==> src/rtl/mcr_pkg.sv <==
// Shared constants and types for the midpoint circle rasterizer.
`default_nettype none
package mcr_pkg;

    localparam int COORD_BITS_DEF = 10;
    localparam int QUEUE_DEPTH    = 2;
    localparam int PIX_PER_POINT  = 8;

    // decision variable terms
    localparam int DEC_INIT       = 3;
    localparam int DEC_INC_STRAIGHT = 6;
    localparam int DEC_INC_DIAG   = 10;

    typedef enum logic {
        KIND_START   = 1'b0,
        KIND_ADVANCE = 1'b1
    } t_kind;

endpackage
`default_nettype wire

==> src/rtl/mcr_ifs.sv <==
// Valid/ready channel interfaces: command words in, pixel words out.
`default_nettype none
interface mcr_in_if #(
    parameter int COORD_BITS = mcr_pkg::COORD_BITS_DEF
) ();
    logic                  valid;
    logic                  ready;
    logic                  kind;
    logic [COORD_BITS-1:0] center_x;
    logic [COORD_BITS-1:0] center_y;
    logic [COORD_BITS-2:0] radius;

    modport source (output valid, kind, center_x, center_y, radius, input ready);
    modport sink   (input valid, kind, center_x, center_y, radius, output ready);
endinterface

interface mcr_pix_if #(
    parameter int COORD_BITS = mcr_pkg::COORD_BITS_DEF
) ();
    logic                         valid;
    logic                         ready;
    logic signed [COORD_BITS+1:0] pixel_x;
    logic signed [COORD_BITS+1:0] pixel_y;
    logic                         last_of_point;
    logic                         circle_done;

    modport source (output valid, pixel_x, pixel_y, last_of_point, circle_done, input ready);
    modport sink   (input valid, pixel_x, pixel_y, last_of_point, circle_done, output ready);
endinterface
`default_nettype wire

==> src/rtl/mcr_front.sv <==
// Front end: takes command words, runs the midpoint step, queues at most one point per word.
`default_nettype none
module mcr_front #(
    parameter int COORD_BITS = mcr_pkg::COORD_BITS_DEF,
    parameter int PT_W       = 4 * COORD_BITS + 1
) (
    input  logic            i_clk,
    input  logic            i_rst_n,
    mcr_in_if.sink          i_in,
    output logic            o_pt_valid,
    input  logic            i_pt_ready,
    output logic [PT_W-1:0] o_pt_data
);
    localparam int C = COORD_BITS;
    localparam int D = COORD_BITS + 4;

    logic [C-1:0] r_step_x;
    logic [C-1:0] r_step_y;
    logic [D-1:0] r_decision;
    logic [C-1:0] r_origin_x;
    logic [C-1:0] r_origin_y;
    logic         r_running;

    logic [C-1:0] n_step_x;
    logic [C-1:0] n_step_y;
    logic [D-1:0] n_decision;
    logic [D-1:0] start_decision;
    logic [D-1:0] x_ext;
    logic [D-1:0] y_ext;
    logic [D-1:0] inc_straight;
    logic [D-1:0] inc_diag;
    logic         x_gt_y;
    logic         n_gt;
    logic         d_neg;
    logic         can_step;
    logic         is_start;
    logic         accept;

    always_comb begin
        x_ext        = {4'b0, r_step_x};
        y_ext        = {{4{r_step_y[C-1]}}, r_step_y};
        inc_straight = (x_ext << 2) + D'(mcr_pkg::DEC_INC_STRAIGHT);
        inc_diag     = ((x_ext - y_ext) << 2) + D'(mcr_pkg::DEC_INC_DIAG);
        d_neg        = r_decision[D-1];
        x_gt_y       = r_step_y[C-1] ? 1'b1 : (r_step_x > r_step_y);
        can_step     = r_running && !x_gt_y;
        n_step_x     = r_step_x + C'(1);
        n_step_y     = d_neg ? r_step_y : r_step_y - C'(1);
        n_decision   = r_decision + (d_neg ? inc_straight : inc_diag);
        n_gt         = n_step_y[C-1] ? 1'b1 : (n_step_x > n_step_y);
        start_decision = D'(mcr_pkg::DEC_INIT) - {4'b0, i_in.radius, 1'b0};
        is_start     = (i_in.kind == mcr_pkg::KIND_START);
    end

    assign i_in.ready = i_pt_ready;
    assign accept     = i_in.valid && i_pt_ready;
    assign o_pt_valid = i_in.valid && (is_start || can_step);

    always_comb begin
        if (is_start) begin
            o_pt_data = {i_in.center_x, i_in.center_y, C'(0), {1'b0, i_in.radius}, 1'b0};
        end else begin
            o_pt_data = {r_origin_x, r_origin_y, n_step_x, n_step_y, n_gt};
        end
    end

    always_ff @(posedge i_clk) begin
        if (!i_rst_n) begin
            r_step_x   <= '0;
            r_step_y   <= '0;
            r_decision <= '0;
            r_origin_x <= '0;
            r_origin_y <= '0;
            r_running  <= 1'b0;
        end else if (accept) begin
            if (is_start) begin
                r_origin_x <= i_in.center_x;
                r_origin_y <= i_in.center_y;
                r_step_x   <= '0;
                r_step_y   <= {1'b0, i_in.radius};
                r_decision <= start_decision;
                r_running  <= 1'b1;
            end else if (can_step) begin
                r_step_x   <= n_step_x;
                r_step_y   <= n_step_y;
                r_decision <= n_decision;
                r_running  <= !n_gt;
            end else begin
                r_running  <= 1'b0;
            end
        end
    end

endmodule
`default_nettype wire

==> src/rtl/mcr_queue.sv <==
// Small register queue of points between front and back end.
`default_nettype none
module mcr_queue #(
    parameter int DATA_W = 41,
    parameter int DEPTH  = mcr_pkg::QUEUE_DEPTH
) (
    input  logic              i_clk,
    input  logic              i_rst_n,
    input  logic              i_push_valid,
    output logic              o_push_ready,
    input  logic [DATA_W-1:0] i_push_data,
    output logic              o_pop_valid,
    input  logic              i_pop_ready,
    output logic [DATA_W-1:0] o_pop_data
);
    localparam int PTR_W = (DEPTH > 1) ? $clog2(DEPTH) : 1;
    localparam int CNT_W = $clog2(DEPTH + 1);

    logic [DATA_W-1:0] r_mem [DEPTH];
    logic [PTR_W-1:0]  r_wr_ptr;
    logic [PTR_W-1:0]  r_rd_ptr;
    logic [CNT_W-1:0]  r_count;
    logic              push;
    logic              pop;

    assign o_push_ready = (r_count != CNT_W'(DEPTH));
    assign o_pop_valid  = (r_count != '0);
    assign o_pop_data   = r_mem[r_rd_ptr];
    assign push         = i_push_valid && o_push_ready;
    assign pop          = o_pop_valid && i_pop_ready;

    always_ff @(posedge i_clk) begin
        if (push) begin
            r_mem[r_wr_ptr] <= i_push_data;
        end
    end

    always_ff @(posedge i_clk) begin
        if (!i_rst_n) begin
            r_wr_ptr <= '0;
            r_rd_ptr <= '0;
            r_count  <= '0;
        end else begin
            if (push) begin
                r_wr_ptr <= (r_wr_ptr == PTR_W'(DEPTH - 1)) ? '0 : r_wr_ptr + PTR_W'(1);
            end
            if (pop) begin
                r_rd_ptr <= (r_rd_ptr == PTR_W'(DEPTH - 1)) ? '0 : r_rd_ptr + PTR_W'(1);
            end
            if (push && !pop) begin
                r_count <= r_count + CNT_W'(1);
            end else if (pop && !push) begin
                r_count <= r_count - CNT_W'(1);
            end
        end
    end

endmodule
`default_nettype wire

==> src/rtl/mcr_back.sv <==
// Back end: expands one queued point into its eight mirrored pixels.
`default_nettype none
module mcr_back #(
    parameter int COORD_BITS = mcr_pkg::COORD_BITS_DEF,
    parameter int PT_W       = 4 * COORD_BITS + 1
) (
    input  logic            i_clk,
    input  logic            i_rst_n,
    input  logic            i_pt_valid,
    output logic            o_pt_ready,
    input  logic [PT_W-1:0] i_pt_data,
    mcr_pix_if.source       o_pix
);
    localparam int C     = COORD_BITS;
    localparam int P     = COORD_BITS + 2;
    localparam int IDX_W = $clog2(mcr_pkg::PIX_PER_POINT);

    logic [PT_W-1:0]  r_pt;
    logic             r_busy;
    logic [IDX_W-1:0] r_idx;
    logic [P-1:0]     r_pix_x;
    logic [P-1:0]     r_pix_y;
    logic             r_last;
    logic             r_done;
    logic             r_ovalid;

    logic [C-1:0] cx;
    logic [C-1:0] cy;
    logic [C-1:0] px;
    logic [C-1:0] py;
    logic         pt_done;
    logic [P-1:0] x_ext;
    logic [P-1:0] y_ext;
    logic [P-1:0] off_a;
    logic [P-1:0] off_b;
    logic [P-1:0] n_pix_x;
    logic [P-1:0] n_pix_y;
    logic         swap;
    logic         neg_a;
    logic         neg_b;
    logic         idx_last;
    logic         load_pix;
    logic         fetch;

    assign {cx, cy, px, py, pt_done} = r_pt;

    always_comb begin
        x_ext    = {2'b0, px};
        y_ext    = {{2{py[C-1]}}, py};
        // pixel order: first four use (x, y), last four swap to (y, x)
        swap     = r_idx[2];
        neg_a    = r_idx[1];
        neg_b    = r_idx[2] ? (r_idx[0] ^ r_idx[1]) : !r_idx[0];
        off_a    = swap ? y_ext : x_ext;
        off_b    = swap ? x_ext : y_ext;
        n_pix_x  = {2'b0, cx} + (neg_a ? (P'(0) - off_a) : off_a);
        n_pix_y  = {2'b0, cy} + (neg_b ? (P'(0) - off_b) : off_b);
        idx_last = (r_idx == IDX_W'(mcr_pkg::PIX_PER_POINT - 1));
        load_pix = r_busy && (!r_ovalid || o_pix.ready);
        fetch    = i_pt_valid && (!r_busy || (load_pix && idx_last));
    end

    assign o_pt_ready          = fetch;
    assign o_pix.valid         = r_ovalid;
    assign o_pix.pixel_x       = r_pix_x;
    assign o_pix.pixel_y       = r_pix_y;
    assign o_pix.last_of_point = r_last;
    assign o_pix.circle_done   = r_done;

    always_ff @(posedge i_clk) begin
        if (fetch) begin
            r_pt <= i_pt_data;
        end
        if (load_pix) begin
            r_pix_x <= n_pix_x;
            r_pix_y <= n_pix_y;
            r_last  <= idx_last;
            r_done  <= pt_done;
        end
    end

    always_ff @(posedge i_clk) begin
        if (!i_rst_n) begin
            r_busy   <= 1'b0;
            r_idx    <= '0;
            r_ovalid <= 1'b0;
        end else begin
            if (load_pix) begin
                r_ovalid <= 1'b1;
            end else if (o_pix.ready) begin
                r_ovalid <= 1'b0;
            end
            if (fetch) begin
                r_busy <= 1'b1;
                r_idx  <= '0;
            end else if (load_pix) begin
                r_idx <= r_idx + IDX_W'(1);
                if (idx_last) begin
                    r_busy <= 1'b0;
                end
            end
        end
    end

endmodule
`default_nettype wire

==> src/rtl/midpoint_circle_rasterizer_core.sv <==
// Top level of the midpoint circle rasterizer: front end, point queue, pixel back end.
//
//  channel | dir | word                                     | handshake
//  i_in    | in  | kind, center_x, center_y, radius         | valid/ready
//  o_pix   | out | pixel_x, pixel_y, last_of_point, done    | valid/ready
//
// Every start or live advance word yields one point of eight pixels, one pixel per cycle while
// o_pix is ready, so the sustained rate is set by the single-pixel output register.
// The front end accepts a word per cycle while the two-entry point queue has room;
// an advance with no circle running is still taken, when the queue has room, and yields nothing.
// Synchronous active-low reset clears the step state and all valid flags.
`default_nettype none
module midpoint_circle_rasterizer_core #(
    parameter int COORD_BITS = mcr_pkg::COORD_BITS_DEF
) (
    input  logic      i_clk,
    input  logic      i_rst_n,
    mcr_in_if.sink    i_in,
    mcr_pix_if.source o_pix
);
    localparam int PT_W = 4 * COORD_BITS + 1;

    logic            pt_in_valid;
    logic            pt_in_ready;
    logic [PT_W-1:0] pt_in_data;
    logic            pt_out_valid;
    logic            pt_out_ready;
    logic [PT_W-1:0] pt_out_data;

    mcr_front #(
        .COORD_BITS (COORD_BITS),
        .PT_W       (PT_W)
    ) u_front (
        .i_clk      (i_clk),
        .i_rst_n    (i_rst_n),
        .i_in       (i_in),
        .o_pt_valid (pt_in_valid),
        .i_pt_ready (pt_in_ready),
        .o_pt_data  (pt_in_data)
    );

    mcr_queue #(
        .DATA_W (PT_W),
        .DEPTH  (mcr_pkg::QUEUE_DEPTH)
    ) u_queue (
        .i_clk        (i_clk),
        .i_rst_n      (i_rst_n),
        .i_push_valid (pt_in_valid),
        .o_push_ready (pt_in_ready),
        .i_push_data  (pt_in_data),
        .o_pop_valid  (pt_out_valid),
        .i_pop_ready  (pt_out_ready),
        .o_pop_data   (pt_out_data)
    );

    mcr_back #(
        .COORD_BITS (COORD_BITS),
        .PT_W       (PT_W)
    ) u_back (
        .i_clk      (i_clk),
        .i_rst_n    (i_rst_n),
        .i_pt_valid (pt_out_valid),
        .o_pt_ready (pt_out_ready),
        .i_pt_data  (pt_out_data),
        .o_pix      (o_pix)
    );

endmodule
`default_nettype wire

==> src/flat_wrapper.sv <==
// flat-port wrapper written by rule: the top's interface ports become plain ports
module midpoint_circle_rasterizer_core_flat 
#(
    parameter int COORD_BITS = mcr_pkg::COORD_BITS_DEF
)
  (i_clk, i_rst_n, i_in_valid, i_in_kind, i_in_center_x, i_in_center_y, i_in_radius, i_in_ready, o_pix_valid, o_pix_pixel_x, o_pix_pixel_y, o_pix_last_of_point, o_pix_circle_done, o_pix_ready);
  mcr_in_if #(.COORD_BITS(COORD_BITS)) i_in_i ();
  mcr_pix_if #(.COORD_BITS(COORD_BITS)) o_pix_i ();
  input  logic i_clk;
  input  logic i_rst_n;
  input wire logic [$bits(i_in_i.valid)-1:0] i_in_valid;
  input wire logic [$bits(i_in_i.kind)-1:0] i_in_kind;
  input wire logic [$bits(i_in_i.center_x)-1:0] i_in_center_x;
  input wire logic [$bits(i_in_i.center_y)-1:0] i_in_center_y;
  input wire logic [$bits(i_in_i.radius)-1:0] i_in_radius;
  output wire logic [$bits(i_in_i.ready)-1:0] i_in_ready;
  output wire logic [$bits(o_pix_i.valid)-1:0] o_pix_valid;
  output wire logic [$bits(o_pix_i.pixel_x)-1:0] o_pix_pixel_x;
  output wire logic [$bits(o_pix_i.pixel_y)-1:0] o_pix_pixel_y;
  output wire logic [$bits(o_pix_i.last_of_point)-1:0] o_pix_last_of_point;
  output wire logic [$bits(o_pix_i.circle_done)-1:0] o_pix_circle_done;
  input wire logic [$bits(o_pix_i.ready)-1:0] o_pix_ready;
  assign i_in_i.valid = i_in_valid;
  assign i_in_i.kind = i_in_kind;
  assign i_in_i.center_x = i_in_center_x;
  assign i_in_i.center_y = i_in_center_y;
  assign i_in_i.radius = i_in_radius;
  assign i_in_ready = i_in_i.ready;
  assign o_pix_valid = o_pix_i.valid;
  assign o_pix_pixel_x = o_pix_i.pixel_x;
  assign o_pix_pixel_y = o_pix_i.pixel_y;
  assign o_pix_last_of_point = o_pix_i.last_of_point;
  assign o_pix_circle_done = o_pix_i.circle_done;
  assign o_pix_i.ready = o_pix_ready;
  midpoint_circle_rasterizer_core #(.COORD_BITS(COORD_BITS)) u_core (.i_clk(i_clk), .i_rst_n(i_rst_n), .i_in(i_in_i), .o_pix(o_pix_i));
endmodule
==> config.mk <==
export PLATFORM = sky130hd
export DESIGN_NAME = midpoint_circle_rasterizer_core_flat
export DESIGN_NICKNAME = d
export VERILOG_FILES = /design/src/rtl/mcr_pkg.sv /design/src/rtl/mcr_ifs.sv /design/src/rtl/mcr_front.sv /design/src/rtl/mcr_queue.sv /design/src/rtl/mcr_back.sv /design/src/rtl/midpoint_circle_rasterizer_core.sv /design/src/flat_wrapper.sv
export SDC_FILE = /design/constraint.sdc
export NUM_CORES = 1
export LEC_CHECK = 0
export BUFFER_PORTS_ARGS = -buffer_cell sky130_fd_sc_hd__buf_2
export CORE_MARGIN = 10
export CORE_UTILIZATION = 50
export CTS_CLUSTER_SIZE = 25
export DETAILED_ROUTE_END_ITERATION = 6
export PLACE_DENSITY = 0.67
export SYNTH_ARGS = -nofsm -noshare
export SYNTH_HDL_FRONTEND = slang
export SYNTH_SLANG_ARGS = --single-unit
==> constraint.sdc <==
create_clock -name i_clk -period 5.1 [get_ports i_clk]
set_input_delay 0.765 -clock i_clk [delete_from_list [all_inputs] [get_ports i_clk]]
set_output_delay 0.765 -clock i_clk [all_outputs]
set_load 0.01 [all_outputs]
==> results.json, run 1 <==
{
  "synth.most_common_cell": "edfxtp_1",
  "ys.flop_type": "edfxtp_1",
  "synth_edf_count": 149,
  "min_path_cells": 0,
  "coreArea_sq_um": 22600,
  "hold_violations": 0,
  "ys_top_cells_by_area": "edfxtp_1, dfxtp_1, ha_1",
  "grt_pass1_wl_um": 40400,
  "cts_setup_buffers": 0,
  "finalClockSkew_ns": 0.0276,
  "hold_class": "reg2reg",
  "antenna_found_initial": 0,
  "dr.first_iter.drc_count": 527,
  "slowest_stage": "o311ai_0",
  "ys_warn_count": 0,
  "crit_top_cell": "o21ai_0",
  "initial_utilization_pct": 50.9,
  "worst_hold_path.endpoint": "u_core.u_back.o_pix.circle_done$_DFFE_PP_",
  "yosysUniqueCellTypes": 66,
  "viasPerCell": 5.54,
  "worstMarginPinSlew_ns": 1.01,
  "status": "complete, no violations",
  "setup_viol": 0,
  "cts_sinks": 212,
  "hpwl_um": 17900,
  "end_kind": "flop",
  "r2r-start": "u_core.u_back.r_idx[2]$_SDFFE_PP0P_",
  "syn_to_final_growth_pct": 11.3,
  "fin_crit_ns": 4.09,
  "power_leakage_nw": 4.91,
  "syn_avg_cell_area_sq_um": 11.0,
  "synthesis.area_sq_um": 11500,
  "numCtsBuffers": 23,
  "cts_root_buf": "clkbuf_16",
  "routed_wirelength_um": 24900,
  "drc": 0,
  "cp-start-kind": "flop",
  "slowest_delay_ns": 0.75,
  "grt_pass1_vias": 7653,
  "portBuffers": 61,
  "cpLargestDelayFamily": "compound AO/OA/AOI/OAI gates",
  "synth_async_sr_flop_share_pct": 0,
  "fp.dieH_um": 172,
  "reg2reg_setup_slack_ns": 1.01,
  "gp_congestion": 0.893,
  "grt-ovfl-total": 0,
  "arrival_ns": 4.33,
  "crit_fanout": 34,
  "wl_per_cell_um": 17.7,
  "relSlewSlack_pct": 32.5,
  "cap_violations": 0,
  "synth_common_cells": "edfxtp_1, nand2_1, mux2_2",
  "clock_latency_ns": 0.52,
  "cts_htree_levels": 1,
  "die_x_um": 172,
  "drive_gt1_share_pct": 16.4,
  "path_buf_inv": 1,
  "reg2reg_depth": 12,
  "path_cells": "buf_4, mux2_2, nor2b_1, nand4_1, o21ai_0, xor2_1, ha_1, nand3_1, o311ai_0, mux2i_1, a21oi_1, o21ai_0",
  "fin_setup_tns_ns": 0,
  "cts_tree": "built",
  "first_pass_iters": 6,
  "netlist.top_cell.by_area": "edfxtp_1",
  "timing.final.crit_share_pct": 80.1,
  "r2r-end": "u_core.u_back.o_pix.pixel_x[11]$_DFFE_PP_",
  "fmax_mhz": 245,
  "nets": 1210,
  "vdd_drop_max_v": 0.000311,
  "rsz0062_at_grt": "false",
  "hold_start": "u_core.u_back.r_pt[0]$_DFFE_PP_",
  "crit_required_ns": 5.34,
  "synth_cells": 1052,
  "clockBufferDepth": 3,
  "dieArea_sq_um": 29500,
  "rows": 55,
  "ant_nets": 0,
  "n_antenna_cell": 0,
  "final_max_slew_viol_count": 0,
  "cts_resized": 0,
  "syn-num-nets": 1152,
  "grt_max_degree": 69,
  "synth.yosys.seq_area_share_pct": 49.8,
  "synth.top_cell.area_share_pct": 38.8,
  "io_pins": 62,
  "ys_seq_elements": 212,
  "vias": 7819,
  "crit_type": "reg2reg",
  "path_clk_slew_ns": 0.06,
  "ctsHoldBuffers": 0,
  "p_per_area_nw_per_um2": 565,
  "path_depth": 12,
  "track_usage_pct": 17.1,
  "fin_util_pct": 56.6
}
registers in the layout, summed over array words and instances, names as in the netlist, 2 cells and up:
name                         count
u_core.u_back.o_pix.pixel_x     12
u_core.u_back.o_pix.pixel_y     12
u_core.u_back.r_idx              3
u_core.u_back.r_pt              41
u_core.u_front.r_decision       13
u_core.u_front.r_origin_x       10
u_core.u_front.r_origin_y       10
u_core.u_front.r_step_x         10
u_core.u_front.r_step_y         10
u_core.u_queue.r_count           2
u_core.u_queue.r_mem            82
cell type report:
class / instances / area, sq um
Clock buffer: 35 / 621
Clock inverter: 6 / 86.3
Fill cell: 1926 / 9820
Inverter: 46 / 173
Multi-Input combinational cell: 752 / 5440
Sequential cell: 212 / 5740
Tap cell: 285 / 357
Timing Repair Buffer: 75 / 410
cells by family after synthesis:
kind of cell    count (synthesis)  share of synthesized area [%]
simple gates                  299                           12.6
compound gates                216                           12.5
flops                         212                           49.8
buf+inv                        88                           3.07
mux                            86                           8.19
xor+xnor                       85                           6.46
fa+ha+maj                      66                           7.43
layer usage:
layer,GRT usage (%),wire (um),vias to the layer above
li1,-,-,3923
met1,24.1,12100,3731
met2,26.9,11300,133
met3,2.89,1130,32
met4,4.01,471,0
met5,0,0,-
per-stage QoR:
stage / cell area (sq um) / setup slack, ns / total power [mW] / hold slack [ns] / instances
2_1_floorplan: 11500 / 0.398 / 4.94 / 0.400 / 1052
3_5_place_dp: 12100 / 1.05 / 5.68 / 0.422 / 1370
3_3_place_gp: 12100 / 1.13 / 5.64 / 0.411 / 1370
5_1_grt: 12800 / 0.647 / 7.76 / 0.444 / 1411
6_report: 12800 / 1.01 / 7.25 / 0.435 / 1411
4_1_cts: 12800 / 1.03 / 7.31 / 0.440 / 1411
placed cells by master, fill, tap and decap left out, types with 6 or more instances in the layout:
cell type and n:
a21boi_0 30, a21o_1 15, a21oi_1 63, and2_1 14, and3_1 6, buf_2 61, buf_4 14, clkbuf_1 12
clkbuf_16 23, dfxtp_1 62, edfxtp_1 149, ha_1 62, inv_1 45, mux2_2 66, mux2i_1 20, nand2_1 106
nand2b_1 8, nand3_1 21, nand3b_1 6, nand4_1 6, nor2_1 53, nor2b_1 16, nor3_1 26, nor3b_1 6
nor4_1 7, o211a_1 7, o211ai_1 6, o21a_1 7, o21ai_0 35, o21bai_1 9, or2_2 6, or3_1 7
xnor2_1 57, xor2_1 28
worst max path at each step:
stage	endpoint	slack, ns	startpoint
after global placement	u_core.u_front.r_decision[13]$_SDFFE_PN0P_	1.13	u_core.u_front.r_step_x[0]$_SDFFE_PN0P_
after floorplan	u_core.u_queue.r_mem[0][0]$_DFFE_PP_	0.40	u_core.u_front.r_step_x[0]$_SDFFE_PN0P_
after detailed placement	u_core.u_back.o_pix.pixel_x[11]$_DFFE_PP_	1.05	u_core.u_back.r_idx[2]$_SDFFE_PP0P_
after CTS	u_core.u_back.o_pix.pixel_x[11]$_DFFE_PP_	1.03	u_core.u_back.r_idx[2]$_SDFFE_PP0P_
final	u_core.u_back.o_pix.pixel_x[11]$_DFFE_PP_	1.01	u_core.u_back.r_idx[2]$_SDFFE_PP0P_
after global routing	u_core.u_front.r_decision[13]$_SDFFE_PN0P_	0.65	u_core.u_front.r_step_x[0]$_SDFFE_PN0P_
power by group:
| part | total, mW | leakage (nW) | switching (mW) | internal (mW) |
|---|---|---|---|---|
| logic | 3.02 | 2.65 | 1.72 | 1.30 |
| clock network | 1.59 | 0.340 | 0.654 | 0.940 |
| registers | 2.63 | 1.91 | 0.195 | 2.44 |
Power figures use the tool's default switching activity.
==> run 2: changes to the inputs <==
clock period = 4.1 ns   (was 5.1 ns; I/O delays follow)
==> results.json, run 2 (synthesized netlist as in run 1, its figures left out) <==
{
  "p_per_area_nw_per_um2": 715,
  "vdd_drop_max_v": 0.000408,
  "first_pass_iters": 5,
  "dieArea_sq_um": 29500,
  "viasPerCell": 5.50,
  "reg2reg_depth": 20,
  "initial_utilization_pct": 50.9,
  "worstMarginPinSlew_ns": 1.10,
  "power_leakage_nw": 5.00,
  "top_register": "u_core.u_queue.r_mem",
  "cap_violations": 0,
  "min_path_cells": 3,
  "reg2reg_setup_slack_ns": 0.15,
  "coreArea_sq_um": 22600,
  "fillers": 1888,
  "n_antenna_cell": 0,
  "syn_to_final_growth_pct": 13.0,
  "multi_input_area_sq_um": 5500,
  "dr.first_iter.drc_count": 426,
  "final_max_slew_viol_count": 0,
  "place_inst": 1373,
  "fin_crit_ns": 3.95,
  "die_x_um": 172,
  "antenna_found_initial": 0,
  "arrival_ns": 4.41,
  "setup_viol": 0,
  "biggestRegsByFlops": "u_core.u_queue.r_mem: 82 flops, u_core.u_back.r_pt: 41 flops, u_core.u_front.r_decision: 13 flops",
  "grt_max_degree": 69,
  "drive_gt1_share_pct": 17.9,
  "cts_htree_levels": 1,
  "hold_start": "i_in_center_y[9]",
  "vias": 7792,
  "fmax_mhz": 253,
  "rows": 55,
  "cp-start-kind": "flop",
  "end_kind": "flop",
  "nets": 1215,
  "r2r-end": "u_core.u_front.r_decision[13]$_SDFFE_PN0P_",
  "r2r-start": "u_core.u_front.r_step_y[0]$_SDFFE_PN0P_",
  "grt-ovfl-total": 0,
  "largest_reg_flops": 82,
  "timing.final.crit_share_pct": 96.4,
  "fin_setup_tns_ns": 0,
  "cts_root_buf": "clkbuf_16",
  "relSlewSlack_pct": 26.6,
  "track_usage_pct": 17.2,
  "crit_required_ns": 4.56,
  "portBuffers": 61,
  "io_pins": 62,
  "grt_pass1_wl_um": 40600,
  "clock_latency_ns": 0.52,
  "finalPower_mw": 9.31,
  "path_clk_slew_ns": 0.06,
  "rsz0062_at_grt": "true",
  "fp.dieH_um": 172,
  "cts_tree": "built",
  "crit_fanout": 4,
  "ctsHoldBuffers": 0,
  "ant_nets": 0,
  "gp_congestion": 0.925,
  "worst_hold_path.endpoint": "u_core.u_front.r_origin_y[9]$_SDFFE_PN0P_",
  "ff_latch_area_sq_um": 5740,
  "status": "complete, no violations",
  "wl_per_cell_um": 17.8,
  "hpwl_um": 18100,
  "crit_type": "reg2reg",
  "grt_pass1_vias": 7723,
  "final_common_cell": "edfxtp_1",
  "numCtsBuffers": 24,
  "drc": 0,
  "clockBufferDepth": 3,
  "finalClockSkew_ns": 0.0230,
  "routed_wirelength_um": 25200,
  "cts_sinks": 212,
  "layout_common_cells": "edfxtp_1, nand2_1, mux2_2, a21oi_1",
  "hold_class": "in2reg",
  "fin_cells": 1418,
  "hold_violations": 0
}
run 2: worst max path at each step:
stage | startpoint | endpoint | cells past startpoint
global route | u_core.u_front.r_step_y[0]$_SDFFE_PN0P_ | u_core.u_front.r_decision[13]$_SDFFE_PN0P_ | 20
detailed placement | u_core.u_front.r_step_y[0]$_SDFFE_PN0P_ | u_core.u_front.r_decision[13]$_SDFFE_PN0P_ | 18
floorplan | u_core.u_front.r_step_x[0]$_SDFFE_PN0P_ | u_core.u_queue.r_mem[0][0]$_DFFE_PP_ | 12
finish | u_core.u_front.r_step_y[0]$_SDFFE_PN0P_ | u_core.u_front.r_decision[13]$_SDFFE_PN0P_ | 20
global placement | u_core.u_front.r_step_y[0]$_SDFFE_PN0P_ | u_core.u_front.r_decision[13]$_SDFFE_PN0P_ | 19
CTS | u_core.u_front.r_step_y[0]$_SDFFE_PN0P_ | u_core.u_front.r_decision[13]$_SDFFE_PN0P_ | 18
run 2: area by class of cell:
class / count / area share, %
sequential: 212 / 44.0
multi-input combinational: 752 / 42.2
clock buffer: 36 / 5.27
timing repair buffer: 79 / 3.48
tap: 285 / 2.74
inverter: 46 / 1.33
clock inverter: 8 / 0.903
run 2: timing repair:
| action | 4_1_cts | 5_1_grt |
|---|---|---|
| setup buffers | 0 | 1 |
| hold endpoints to repair | 0 | 0 |
| endpoints found under the setup margin | 0 | 4 |
| gates resized for setup | 0 | 9 |
run 2: where the power goes:
group / switching, mW / total (mW) / internal, mW
sequential: 0.302 / 3.33 / 3.03
combinational: 2.14 / 3.81 / 1.67
clock: 0.827 / 2.17 / 1.34
run 2: metrics by stage:
step	utilization (%)	setup WS, ns	hold WS, ns	cell area [sq um]
6_report	57.5	0.148	0.350	13000
5_1_grt	57.5	-0.0376	0.361	13000
4_1_cts	57.2	0.0700	0.336	13000
3_5_place_dp	53.7	0.0471	0.406	12200
3_3_place_gp	53.7	0.249	0.406	12200
2_1_floorplan	-	0.0864	0.400	11500
run 2: worst max-delay path, cell delays in order, from the launching register on:
cell and delay [ns]:
dfxtp_1 0.37, ha_1 0.18, inv_1 0.05, fa_1 0.43, a211oi_4 0.32, nor3b_2 0.10
nor4_2 0.28, buf_4 0.17, o311ai_4 0.12, nor2_1 0.15, xnor2_1 0.13, nor2_1 0.06
a21oi_1 0.13, ha_1 0.28, a21o_1 0.20, a21o_1 0.19, a41oi_2 0.22, o21a_1 0.18
and4_1 0.19, nand3_1 0.07, nand3_1 0.06
run 2: layer usage:
| layer | routed length (um) | vias to the layer above | track usage [%] |
|---|---|---|---|
| met1 | 11800 | 3675 | 23.3 |
| li1 | - | 3933 | - |
| met2 | 11700 | 150 | 28.3 |
| met5 | 0 | - | 0 |
| met4 | 514 | 0 | 4.54 |
| met3 | 1140 | 34 | 2.59 |
